### src/hw/rtl/sdc_pkg.sv
`timescale 1ns / 1ps
`default_nettype none

package sdc_pkg;

  localparam int FRAC = 16;
  localparam int QW   = FRAC + 1;
  localparam int DW   = 6;
  localparam int IW   = 3;
  localparam int MW   = 20;
  localparam int PW   = 2 * MW;

  localparam logic [QW-1:0] ONE_Q  = QW'(1) << FRAC;
  localparam logic [PW-1:0] HALF_P = PW'(1) << (FRAC - 1);

  localparam logic [DW-1:0] MIN_DEPTH   = DW'(2);
  localparam logic [DW-1:0] DEPTH_LIMIT = DW'(32);

  // divide by ten: (t * ceil(2^23 / 10)) >> 23, exact for t below 2^22
  localparam logic [MW-1:0] RECIP10   = MW'(838861);
  localparam int            DIV_SHIFT = 23;
  localparam logic [MW-1:0] RND10     = MW'(5);

  localparam logic [DW-1:0] MAX_DEPTH_RST  = DW'(12);
  localparam logic [QW-1:0] RAISE_THR_RST  = QW'(55706);
  localparam logic [QW-1:0] LOWER_THR_RST  = QW'(42598);
  localparam logic [QW-1:0] VAR_LIMIT_RST  = QW'(655);
  localparam logic [QW-1:0] ENT_LIMIT_RST  = QW'(22938);
  localparam logic [QW-1:0] SPIKE_DELTA_RST = QW'(6554);

  typedef enum logic [IW-1:0] {
    REG_MAX_DEPTH   = 3'd0,
    REG_RAISE_THR   = 3'd1,
    REG_LOWER_THR   = 3'd2,
    REG_VAR_LIMIT   = 3'd3,
    REG_ENT_LIMIT   = 3'd4,
    REG_SPIKE_DELTA = 3'd5
  } reg_idx_e;

  typedef enum logic [2:0] {
    S_IDLE,
    S_SQ,
    S_MEAN,
    S_MSQ,
    S_MM,
    S_FIN
  } state_e;

endpackage

`default_nettype wire

### src/hw/rtl/sdc_if.sv
`timescale 1ns / 1ps
`default_nettype none

interface sdc_in_if import sdc_pkg::*; ();
  logic          valid;
  logic          ready;
  logic          mode;
  logic [QW-1:0] accept;
  logic          entropy_valid;
  logic [QW-1:0] entropy;

  modport source (output valid, mode, accept, entropy_valid, entropy, input ready);
  modport sink (input valid, mode, accept, entropy_valid, entropy, output ready);
endinterface

interface sdc_out_if import sdc_pkg::*; ();
  logic          valid;
  logic          ready;
  logic [DW-1:0] depth;
  logic [QW-1:0] variance;
  logic [QW-1:0] entropy_used;
  logic          spike;

  modport source (output valid, depth, variance, entropy_used, spike, input ready);
  modport sink (input valid, depth, variance, entropy_used, spike, output ready);
endinterface

`default_nettype wire

### src/hw/rtl/sdc_mul.sv
`timescale 1ns / 1ps
`default_nettype none

module sdc_mul import sdc_pkg::*; (
  input  wire logic          clk_i,
  input  wire logic [MW-1:0] a_i,
  input  wire logic [MW-1:0] b_i,
  output logic      [PW-1:0] p_o
);

  always_ff @(posedge clk_i) begin
    p_o <= a_i * b_i;
  end

endmodule

`default_nettype wire

### src/hw/rtl/speculative_depth_controller_top.sv
`timescale 1ns / 1ps
`default_nettype none

// Speculative depth controller.
// Input channel in_i carries one control step per beat: mode (0 = step,
// 1 = restart), accept and an optional entropy, both Q16. Output channel
// out_o returns one beat per input beat: new depth, variance estimate,
// entropy used and a spike flag. Thresholds and the depth limit are set
// through the cfg write port; the user must write them only while the block
// is idle, which the block itself does not enforce. A control step runs on
// one shared registered 20x20 multiplier that is used four times in turn
// (accept squared, two divides by ten, mean squared) in the states SQ, MEAN,
// MSQ and MM, then decides in FIN and registers the result at the output.
// A restart beat goes from idle straight to FIN. in_i.ready is high only
// while the sequencer is idle, so no new beat is taken before FIN is left.
// The result sits in an output register; the next step may be accepted while
// it waits, and a stalled receiver holds the sequencer in its last step.
// Reset clears all history, sets depth to 2 and loads the default registers.
module speculative_depth_controller_top import sdc_pkg::*; (
  input  wire logic          clk_i,
  input  wire logic          rst_ni,
  input  wire logic          cfg_we_i,
  input  wire logic [IW-1:0] cfg_idx_i,
  input  wire logic [QW-1:0] cfg_data_i,
  sdc_in_if.sink             in_i,
  sdc_out_if.source          out_o
);

  state_e state_q, state_d;

  logic [DW-1:0] max_depth_q;
  logic [QW-1:0] raise_thr_q, lower_thr_q, var_limit_q, ent_limit_q, spike_delta_q;

  logic          mode_q, ev_q;
  logic [QW-1:0] a_q, ein_q, sq_q;
  logic [QW-1:0] mean_q, msq_q, last_ent_q;
  logic          have_acc_q, have_ent_q;
  logic [DW-1:0] depth_q;

  logic          out_valid_q;
  logic [DW-1:0] out_depth_q;
  logic [QW-1:0] out_var_q, out_ent_q;
  logic          out_spike_q;

  logic [MW-1:0] mul_a, mul_b;
  logic [PW-1:0] prod;
  logic [MW-1:0] t_mean, t_msq;
  logic [QW-1:0] div_res, rnd_res;
  logic [QW-1:0] var_val, e_val;
  logic          spike_val, fin_go, in_ready;
  logic [DW-1:0] maxd, dcur, dnew;

  sdc_mul u_mul (
    .clk_i (clk_i),
    .a_i   (mul_a),
    .b_i   (mul_b),
    .p_o   (prod)
  );

  assign t_mean  = (MW'(mean_q) << 3) + MW'(mean_q) + MW'(a_q) + RND10;
  assign t_msq   = (MW'(msq_q) << 3) + MW'(msq_q) + MW'(sq_q) + RND10;
  assign div_res = QW'(prod >> DIV_SHIFT);
  assign rnd_res = QW'((prod + HALF_P) >> FRAC);
  assign fin_go  = (state_q == S_FIN) && (!out_valid_q || out_o.ready);

  // next state
  always_comb begin
    state_d = state_q;
    case (state_q)
      S_IDLE: begin
        if (in_i.valid) state_d = in_i.mode ? S_FIN : S_SQ;
      end
      S_SQ:   state_d = S_MEAN;
      S_MEAN: state_d = S_MSQ;
      S_MSQ:  state_d = S_MM;
      S_MM:   state_d = S_FIN;
      S_FIN: begin
        if (fin_go) state_d = S_IDLE;
      end
      default: state_d = S_IDLE;
    endcase
  end

  // sequencer outputs: multiplier operands and input ready
  always_comb begin
    mul_a    = '0;
    mul_b    = '0;
    in_ready = 1'b0;
    case (state_q)
      S_IDLE: in_ready = 1'b1;
      S_SQ: begin
        mul_a = MW'(a_q);
        mul_b = MW'(a_q);
      end
      S_MEAN: begin
        mul_a = t_mean;
        mul_b = RECIP10;
      end
      S_MSQ: begin
        mul_a = t_msq;
        mul_b = RECIP10;
      end
      // mean squared stays in the product while the result waits
      S_MM, S_FIN: begin
        mul_a = MW'(mean_q);
        mul_b = MW'(mean_q);
      end
      default: ;
    endcase
  end

  // final step decision
  always_comb begin
    var_val = (msq_q > rnd_res) ? msq_q - rnd_res : '0;
    if (ev_q) e_val = (ein_q > ONE_Q) ? ONE_Q : ein_q;
    else      e_val = ONE_Q - a_q;
    spike_val = have_ent_q
             && ({1'b0, e_val} > ({1'b0, last_ent_q} + {1'b0, spike_delta_q}))
             && (e_val > ent_limit_q);
    maxd = max_depth_q;
    if (maxd < MIN_DEPTH)   maxd = MIN_DEPTH;
    if (maxd > DEPTH_LIMIT) maxd = DEPTH_LIMIT;
    dcur = (depth_q < MIN_DEPTH) ? MIN_DEPTH : depth_q;
    dnew = dcur;
    if ((a_q < lower_thr_q) || spike_val) begin
      if (dcur > MIN_DEPTH) dnew = dcur - DW'(1);
    end else if ((a_q > raise_thr_q) && (var_val < var_limit_q) && (e_val < ent_limit_q)) begin
      dnew = dcur + DW'(1);
    end
    if (dnew > maxd)      dnew = maxd;
    if (dnew < MIN_DEPTH) dnew = MIN_DEPTH;
  end

  always_ff @(posedge clk_i or negedge rst_ni) begin
    if (!rst_ni) begin
      max_depth_q   <= MAX_DEPTH_RST;
      raise_thr_q   <= RAISE_THR_RST;
      lower_thr_q   <= LOWER_THR_RST;
      var_limit_q   <= VAR_LIMIT_RST;
      ent_limit_q   <= ENT_LIMIT_RST;
      spike_delta_q <= SPIKE_DELTA_RST;
    end else if (cfg_we_i) begin
      case (cfg_idx_i)
        REG_MAX_DEPTH:   max_depth_q   <= cfg_data_i[DW-1:0];
        REG_RAISE_THR:   raise_thr_q   <= cfg_data_i;
        REG_LOWER_THR:   lower_thr_q   <= cfg_data_i;
        REG_VAR_LIMIT:   var_limit_q   <= cfg_data_i;
        REG_ENT_LIMIT:   ent_limit_q   <= cfg_data_i;
        REG_SPIKE_DELTA: spike_delta_q <= cfg_data_i;
        default: ;
      endcase
    end
  end

  always_ff @(posedge clk_i or negedge rst_ni) begin
    if (!rst_ni) begin
      state_q     <= S_IDLE;
      have_acc_q  <= 1'b0;
      have_ent_q  <= 1'b0;
      mean_q      <= '0;
      msq_q       <= '0;
      last_ent_q  <= '0;
      depth_q     <= MIN_DEPTH;
      out_valid_q <= 1'b0;
    end else begin
      state_q <= state_d;
      if (fin_go)           out_valid_q <= 1'b1;
      else if (out_o.ready) out_valid_q <= 1'b0;
      case (state_q)
        S_MSQ: mean_q <= have_acc_q ? div_res : a_q;
        S_MM:  msq_q  <= have_acc_q ? div_res : sq_q;
        S_FIN: begin
          if (fin_go) begin
            if (mode_q) begin
              have_acc_q <= 1'b0;
              have_ent_q <= 1'b0;
              mean_q     <= '0;
              msq_q      <= '0;
              last_ent_q <= '0;
              depth_q    <= MIN_DEPTH;
            end else begin
              have_acc_q <= 1'b1;
              have_ent_q <= 1'b1;
              last_ent_q <= e_val;
              depth_q    <= dnew;
            end
          end
        end
        default: ;
      endcase
    end
  end

  // payload registers
  always_ff @(posedge clk_i) begin
    if (in_i.valid && in_ready) begin
      mode_q <= in_i.mode;
      a_q    <= (in_i.accept > ONE_Q) ? ONE_Q : in_i.accept;
      ev_q   <= in_i.entropy_valid;
      ein_q  <= in_i.entropy;
    end
    if (state_q == S_MEAN) sq_q <= rnd_res;
    if (fin_go) begin
      out_depth_q <= mode_q ? MIN_DEPTH : dnew;
      out_var_q   <= mode_q ? '0 : var_val;
      out_ent_q   <= mode_q ? '0 : e_val;
      out_spike_q <= mode_q ? 1'b0 : spike_val;
    end
  end

  assign in_i.ready         = in_ready;
  assign out_o.valid        = out_valid_q;
  assign out_o.depth        = out_depth_q;
  assign out_o.variance     = out_var_q;
  assign out_o.entropy_used = out_ent_q;
  assign out_o.spike        = out_spike_q;

  a_depth_range: assert property (@(posedge clk_i) disable iff (!rst_ni)
    (depth_q >= MIN_DEPTH) && (depth_q <= DEPTH_LIMIT))
    else $error("depth state out of range");

  a_out_depth_range: assert property (@(posedge clk_i) disable iff (!rst_ni)
    out_valid_q |-> (out_depth_q >= MIN_DEPTH) && (out_depth_q <= DEPTH_LIMIT))
    else $error("output depth out of range");

  a_fin_delivers: assert property (@(posedge clk_i) disable iff (!rst_ni)
    fin_go |=> out_valid_q && (state_q == S_IDLE))
    else $error("finished step not presented");

  a_spike_history: assert property (@(posedge clk_i) disable iff (!rst_ni)
    (out_valid_q && out_spike_q) |-> have_ent_q)
    else $error("spike without entropy history");

endmodule

`default_nettype wire
### src/flat_wrapper.sv
// flat-port wrapper written by rule: the top's interface ports become plain ports
module speculative_depth_controller_top_flat import sdc_pkg::*;
  (clk_i, rst_ni, cfg_we_i, cfg_idx_i, cfg_data_i, in_i_valid, in_i_mode, in_i_accept, in_i_entropy_valid, in_i_entropy, in_i_ready, out_o_valid, out_o_depth, out_o_variance, out_o_entropy_used, out_o_spike, out_o_ready);
  sdc_in_if in_i_i ();
  sdc_out_if out_o_i ();
  input  wire logic clk_i;
  input  wire logic rst_ni;
  input  wire logic cfg_we_i;
  input  wire logic [IW-1:0] cfg_idx_i;
  input  wire logic [QW-1:0] cfg_data_i;
  input wire logic [$bits(in_i_i.valid)-1:0] in_i_valid;
  input wire logic [$bits(in_i_i.mode)-1:0] in_i_mode;
  input wire logic [$bits(in_i_i.accept)-1:0] in_i_accept;
  input wire logic [$bits(in_i_i.entropy_valid)-1:0] in_i_entropy_valid;
  input wire logic [$bits(in_i_i.entropy)-1:0] in_i_entropy;
  output wire logic [$bits(in_i_i.ready)-1:0] in_i_ready;
  output wire logic [$bits(out_o_i.valid)-1:0] out_o_valid;
  output wire logic [$bits(out_o_i.depth)-1:0] out_o_depth;
  output wire logic [$bits(out_o_i.variance)-1:0] out_o_variance;
  output wire logic [$bits(out_o_i.entropy_used)-1:0] out_o_entropy_used;
  output wire logic [$bits(out_o_i.spike)-1:0] out_o_spike;
  input wire logic [$bits(out_o_i.ready)-1:0] out_o_ready;
  assign in_i_i.valid = in_i_valid;
  assign in_i_i.mode = in_i_mode;
  assign in_i_i.accept = in_i_accept;
  assign in_i_i.entropy_valid = in_i_entropy_valid;
  assign in_i_i.entropy = in_i_entropy;
  assign in_i_ready = in_i_i.ready;
  assign out_o_valid = out_o_i.valid;
  assign out_o_depth = out_o_i.depth;
  assign out_o_variance = out_o_i.variance;
  assign out_o_entropy_used = out_o_i.entropy_used;
  assign out_o_spike = out_o_i.spike;
  assign out_o_i.ready = out_o_ready;
  speculative_depth_controller_top u_core (.clk_i(clk_i), .rst_ni(rst_ni), .cfg_we_i(cfg_we_i), .cfg_idx_i(cfg_idx_i), .cfg_data_i(cfg_data_i), .in_i(in_i_i), .out_o(out_o_i));
endmodule
### config.mk
export PLATFORM = sky130hd
export DESIGN_NAME = speculative_depth_controller_top_flat
export DESIGN_NICKNAME = d
export VERILOG_FILES = /design/src/hw/rtl/sdc_pkg.sv /design/src/hw/rtl/sdc_if.sv /design/src/hw/rtl/sdc_mul.sv /design/src/hw/rtl/speculative_depth_controller_top.sv /design/src/flat_wrapper.sv
export SDC_FILE = /design/constraint.sdc
export NUM_CORES = 2
export LEC_CHECK = 0
export ABC_AREA = 1
export BUFFER_PORTS_ARGS = -buffer_cell sky130_fd_sc_hd__buf_2
export CAP_MARGIN = 30
export CORE_MARGIN = 3
export CORE_UTILIZATION = 45
export CTS_CLUSTER_DIAMETER = 40
export CTS_CLUSTER_SIZE = 14
export DETAILED_ROUTE_END_ITERATION = 8
export RECOVER_POWER = 50
export SLEW_MARGIN = 0
export SYNTH_ARGS = -nofsm -noshare
export SYNTH_HDL_FRONTEND = slang
export SYNTH_SLANG_ARGS = --single-unit
### constraint.sdc
create_clock -name clk_i -period 24.2 [get_ports clk_i]
set_clock_uncertainty 0.2 [all_clocks]
set_input_delay 0 -clock clk_i [delete_from_list [all_inputs] [get_ports clk_i]]
set_output_delay 0 -clock clk_i [all_outputs]
set_load 0.01 [all_outputs]
## After elaboration in Yosys (flattened, before gate mapping)

Index checks and enable logic that the tools add are counted.

| cells by class | value |
|---|---|
| $add $sub $neg | 12 |
| multiply operators | 1 |
| $lt $le $gt $ge | 15 |
| equality and inequality tests | 13 |
| mux-type cells | 29 |
| reduce and logical (&&, ||, !) cells | 26 |

Operator list:

| cell | number |
|---|---|
| $mux W17 | 8 |
| $add A20 B17 Y20 | 4 |
| $pmux W20 S4 | 1 |
| $pmux W17 S2 | 2 |
| $pmux W20 S3 | 1 |
| $mux W6 | 9 |
| $gt A17 B17 Y1 | 3 |
| $lt A17 B17 Y1 | 3 |
| $add A20 B3 Y20 const B | 2 |
| $mul A20 B20 Y40 | 1 |
| $gt A17 B17 Y1 const B | 2 |
| $add A33 B16 Y33 const B | 1 |
| $add A17 B17 Y18 | 1 |
| $gt A17 B18 Y1 | 1 |
| $lt A6 B2 Y1 const B | 3 |
| $pmux W3 S6 | 1 |
| $sub A17 B17 Y17 | 1 |
| $sub A17 B17 Y17 const A | 1 |
| $reduce_and A2 Y1 | 8 |
| $eq A3 B2 Y1 const B | 4 |
| $eq A3 B3 Y1 const B | 4 |
| $mux W3 | 3 |
| $add A6 B1 Y6 const B | 1 |
| $eq A3 B1 Y1 const B | 2 |
| other kinds (14) | 29 |

| storage, ports and cells | value |
|---|---|
| bits in registers | 287 |
| logic and storage cells | 119 |

## Depth between registers and ports, before layout

| depth | value |
|---|---|
| depth after elaboration | 13 |
| mapped depth | 51 |

## Hierarchy

From an unflattened synthesis, not the netlist that was laid out.

| second synthesis, totals | value |
|---|---|
| cell total of the unflattened synthesis | 4144 |
| area total of the unflattened synthesis | 32389.8 sq um |

Modules (own cells, without submodules):

| module | instances | cells an instance | area an instance (sq um) |
|---|---|---|---|
| speculative_depth_controller_top | 1 | 2068 | 17071.4 |
| sdc_mul | 1 | 2076 | 15318.4 |

## Worst setup path after synthesis

OpenSTA, ideal clock, no wires.

| timing | value |
|---|---|
| kind | register to register |
| from | register u_core.a_q[1] |
| to | register u_core.u_mul.p_o[38] |
| setup time | 0.123 ns |
| data arrival time | 8.200 ns |
| data required time | 23.877 ns |
| slack | 15.677 ns |
| cell stages (with the launch flop) | 39 |
| cell sequence | edfxtp_1 ha_1 ha_1 fa_1 nand3_1 nand2_1 nand2_1 nand2_1 a21oi_1 nor2_1 nor2_1 o21bai_1 inv_1 o21ai_0 nand2_1 nand2_1 o211ai_2 buf_4 [... 3 more ...] inv_1 fa_1 fa_1 fa_1 fa_1 inv_1 fa_1 inv_1 ha_1 nand2_1 nor2_1 inv_1 nor2_1 a2111oi_0 nand2_1 a21boi_1 o21ai_1 xor2_1 |

| between the ends | value |
|---|---|
| longest elaborated chain between the ends | 4 |

Ends and longest elaborated chain:

| what | line | text |
|---|---|---|
| start, declared | speculative_depth_controller_top.sv:35 | `logic [QW-1:0] a_q, ein_q, sq_q;` |
| start signal, assigned | speculative_depth_controller_top.sv:198 | `a_q <= (in_i.accept > ONE_Q) ? ONE_Q : in_i.accept;` |
| $add A20 B17 Y20 | speculative_depth_controller_top.sv:60 | `assign t_mean = (MW'(mean_q) << 3) + MW'(mean_q) + MW'(a_q) + RND10;` |
| $add A20 B3 Y20 | speculative_depth_controller_top.sv:60 |  |
| $pmux W20 S4 | speculative_depth_controller_top.sv:89 | `case (state_q)` |
| $mul A20 B20 Y40 (*) | sdc_mul.sv:12 | `p_o <= a_i * b_i;` |
| end signal, assigned | sdc_mul.sv:12 |  |
| end, declared | sdc_mul.sv:8 | `output logic [PW-1:0] p_o` |

Every way passes the cells marked *; elsewhere a longest branch is shown, timed or not.
A chain may end at the register's enable or synchronous reset.

## Final worst setup path

| timing | value |
|---|---|
| from | register u_core.a_q[0] |
| to | register u_core.u_mul.p_o[38] |

Same word-level chain as after synthesis.

==> impl_metrics.csv <==
group,metric,value,unit
routing,num_vias,25177,
synth,synth_edf_count,94,
synth,syn-cell-area,30200,um^2
global_route,grt_start_max_net_pins,69,
clocking,cts_tree,"built",
routing,drc_errors,0,
setup_path,cp_max_fo,17,
synth,ys_async_sr_fraction,0.563,
setup_path,worst-endpoint-required,24.46,ns
timing,hold_viol_final,0,
global_route,grt_pass1_vias,25300,
routing,wl,92300,um
setup_path,start_kind,"register",
synth,seq_area_frac_synth,0.239,
floorplanning,die_w,265,um
layout,largest_reg_flops,25,
layout,layout_common_cells,"inv_1, nand2_1, ha_1",
setup_path,crit_family,"adder cells",
setup_path,worstPathArrival,10.09,ns
timing,worstMarginPinSlew,3.91,ns
placement,gp_congestion,0.949,
worst_hold_path,hold_class,"in2reg",
clocking,clk_pin_slew,0.06,ns
clocking,clock_latency,0.61,ns
routing,ant_nets,0,
layout,synthToLayoutAreaGrowth,14.0,%
layout,layout-drive-gt1-share,0.0638,
routing,viasPerCell,5.22,
synth,postSynthCellCount,3695,
routing,wire_per_inst,19.2,um
routing,drtIter0Drc,2012,
timing,slew_headroom,-1.61,
synth,yosysUniqueCellTypes,60,
setup_path,crit_top_cell,"inv_1",
setup_path,critical_path_class,"reg2reg",
floorplanning,rows,94,
synth,synth_top_cell_area_share,0.219,
layout,final_common_cell,"inv_1",
synth,synth_area_leaders,"fa_1, ha_1, inv_1, nand2_1, edfxtp_1",
synth,synth_flop_cell,"dfrtp_1",
flow_run,maxCapViolCount,3,
timing,fmax,102,MHz
clocking,clkSinkCount,272,
setup_path,slowest_stage,"clkinv_1",
timing,tns,0,ns
floorplanning,placeableCoreArea,66100,um^2
layout,fillers,6406,
outcome,violations,"max-capacitance violations, max-slew violations",
global_route,gr-total-overflow,0,
floorplanning,chipHeight,265,um
clocking,cts_root_buffer,"clkbuf_16",
placement,io_buffers,103,
clocking,clk_path_buf_depth,3,
layout,nets,4632,
timing,post-route-period-util,0.406,
floorplanning,die_area,70200,um^2
global_route,track_usage,0.267,
setup_path,crit_path_end_kind,"register",
synth,ys_warn_count,0,
floorplanning,num_io_pins,104,
clocking,cts_setup_buffers,0,
global_route,grt_antenna_before_repair,3,
clocking,ctsHtreeMaxLevel,2,
global_route,grt_pass1_wl,144000,um
timing,setup_viol,0,
outcome,status,"finished with violations",
synth,synth_top_area_cell,"fa_1",
synth,avgSynthCellArea,8.17,um^2
clocking,cts_inserted_buffers,52,
layout,final_util,0.521,
placement,hpwl,73700,um
synth,ys_ff_latch,272,
setup_path,crit_path_max_incr_delay,0.77,ns
setup_path,critPathBufInv,12,
routing,dr.pass1.iters,5,
timing,slew_violations,158,
layout,top_register,"u_core.u_mul.p_o",
timing,min_period,9.83,ns
floorplanning,start_util,0.457,
timing,rsz0062_at_grt,"no",
[layout make-up]
cell class,instances,area [um^2],share of cell area
antenna,6,15.0,0.000436
clock buffer,62,1400,0.0407
clock inverter,36,437,0.0127
inverter,832,3120,0.0907
multi-input combinational,2531,19600,0.570
sequential,272,7200,0.209
tap,864,1080,0.0314
timing repair buffer,217,1530,0.0445
[metal layers]
metal,GRT usage,wire length (um),vias up
li1,-,-,11982
met1,0.351,38600,12178
met2,0.444,43500,805
met3,0.0418,6180,210
met4,0.104,4020,2
met5,0,8,-
[cells in the mapped netlist, types with 16 or more instances]
cell	instances
xnor2_1	27
nor2_1	234
buf_2	17
o22ai_1	23
nand2_1	778
o21ai_0	207
ha_1	335
dfxtp_1	25
nor3_1	47
dfstp_2	41
dfrtp_1	112
nand4_1	22
inv_1	823
a21oi_1	165
xor2_1	58
clkbuf_1	60
nand3_1	125
nor4_1	16
edfxtp_1	94
fa_1	330
[final timing paths]
check / from / endpoint / slack, ns / cells past startpoint
worst min-delay path: in_i_accept[13] / u_core.a_q[13] / 0.07 / 4
min in group asynchronous: rst_ni / u_core.spike_delta_q[7] / 1.56 / 3
worst min register to register: u_core.ent_limit_q[9] / u_core.ent_limit_q[9] / 0.29 / 2
worst max register to register: u_core.a_q[0] / u_core.u_mul.p_o[38] / 14.37 / 40
max in group asynchronous: rst_ni / u_core.msq_q[2] / 18.32 / 4
worst max-delay path: u_core.a_q[0] / u_core.u_mul.p_o[38] / 14.37 / 40
[through the flow]
stage	cells	setup WS, ns	hold slack, ns	instance area (um^2)
floorplan	3717	15.68	-0.496	30300
global placement	4625	14.59	-0.0361	31700
detailed placement	4630	14.50	-0.0219	31800
CTS	4814	14.44	0.00441	34600
global route	4814	13.62	0.104	34400
finish	4820	14.37	0.0677	34400
[cell families (layout without fill, tap and decap cells)]
| logic type | count (synthesis) | count (layout) | share of synthesized area |
|---|---|---|---|
| flops | 272 | 272 | 0.239 |
| other cells | 2 | 30 | 0.000249 |
| compound gates | 501 | 501 | 0.0941 |
| fa+ha+maj | 665 | 665 | 0.358 |
| xor+xnor | 85 | 85 | 0.0247 |
| buf+inv | 914 | 1147 | 0.114 |
| simple gates | 1256 | 1256 | 0.170 |
[tightest hold or removal path: stages]
cell and delay [ns]:
dlygate4sd3_1 0.52, buf_2 0.11, inv_1 0.04, nor2_1 0.08
[timing repair]
action | in CTS | in global routing
hold endpoints to repair | 262 | 0
gates resized for setup | 0 | 0
hold buffers | 86 | 0
setup endpoints to repair | 0 | 0
Power is not shown: default switching activity piles up to over one toggle a cycle in this logic, so the estimate is an artifact.
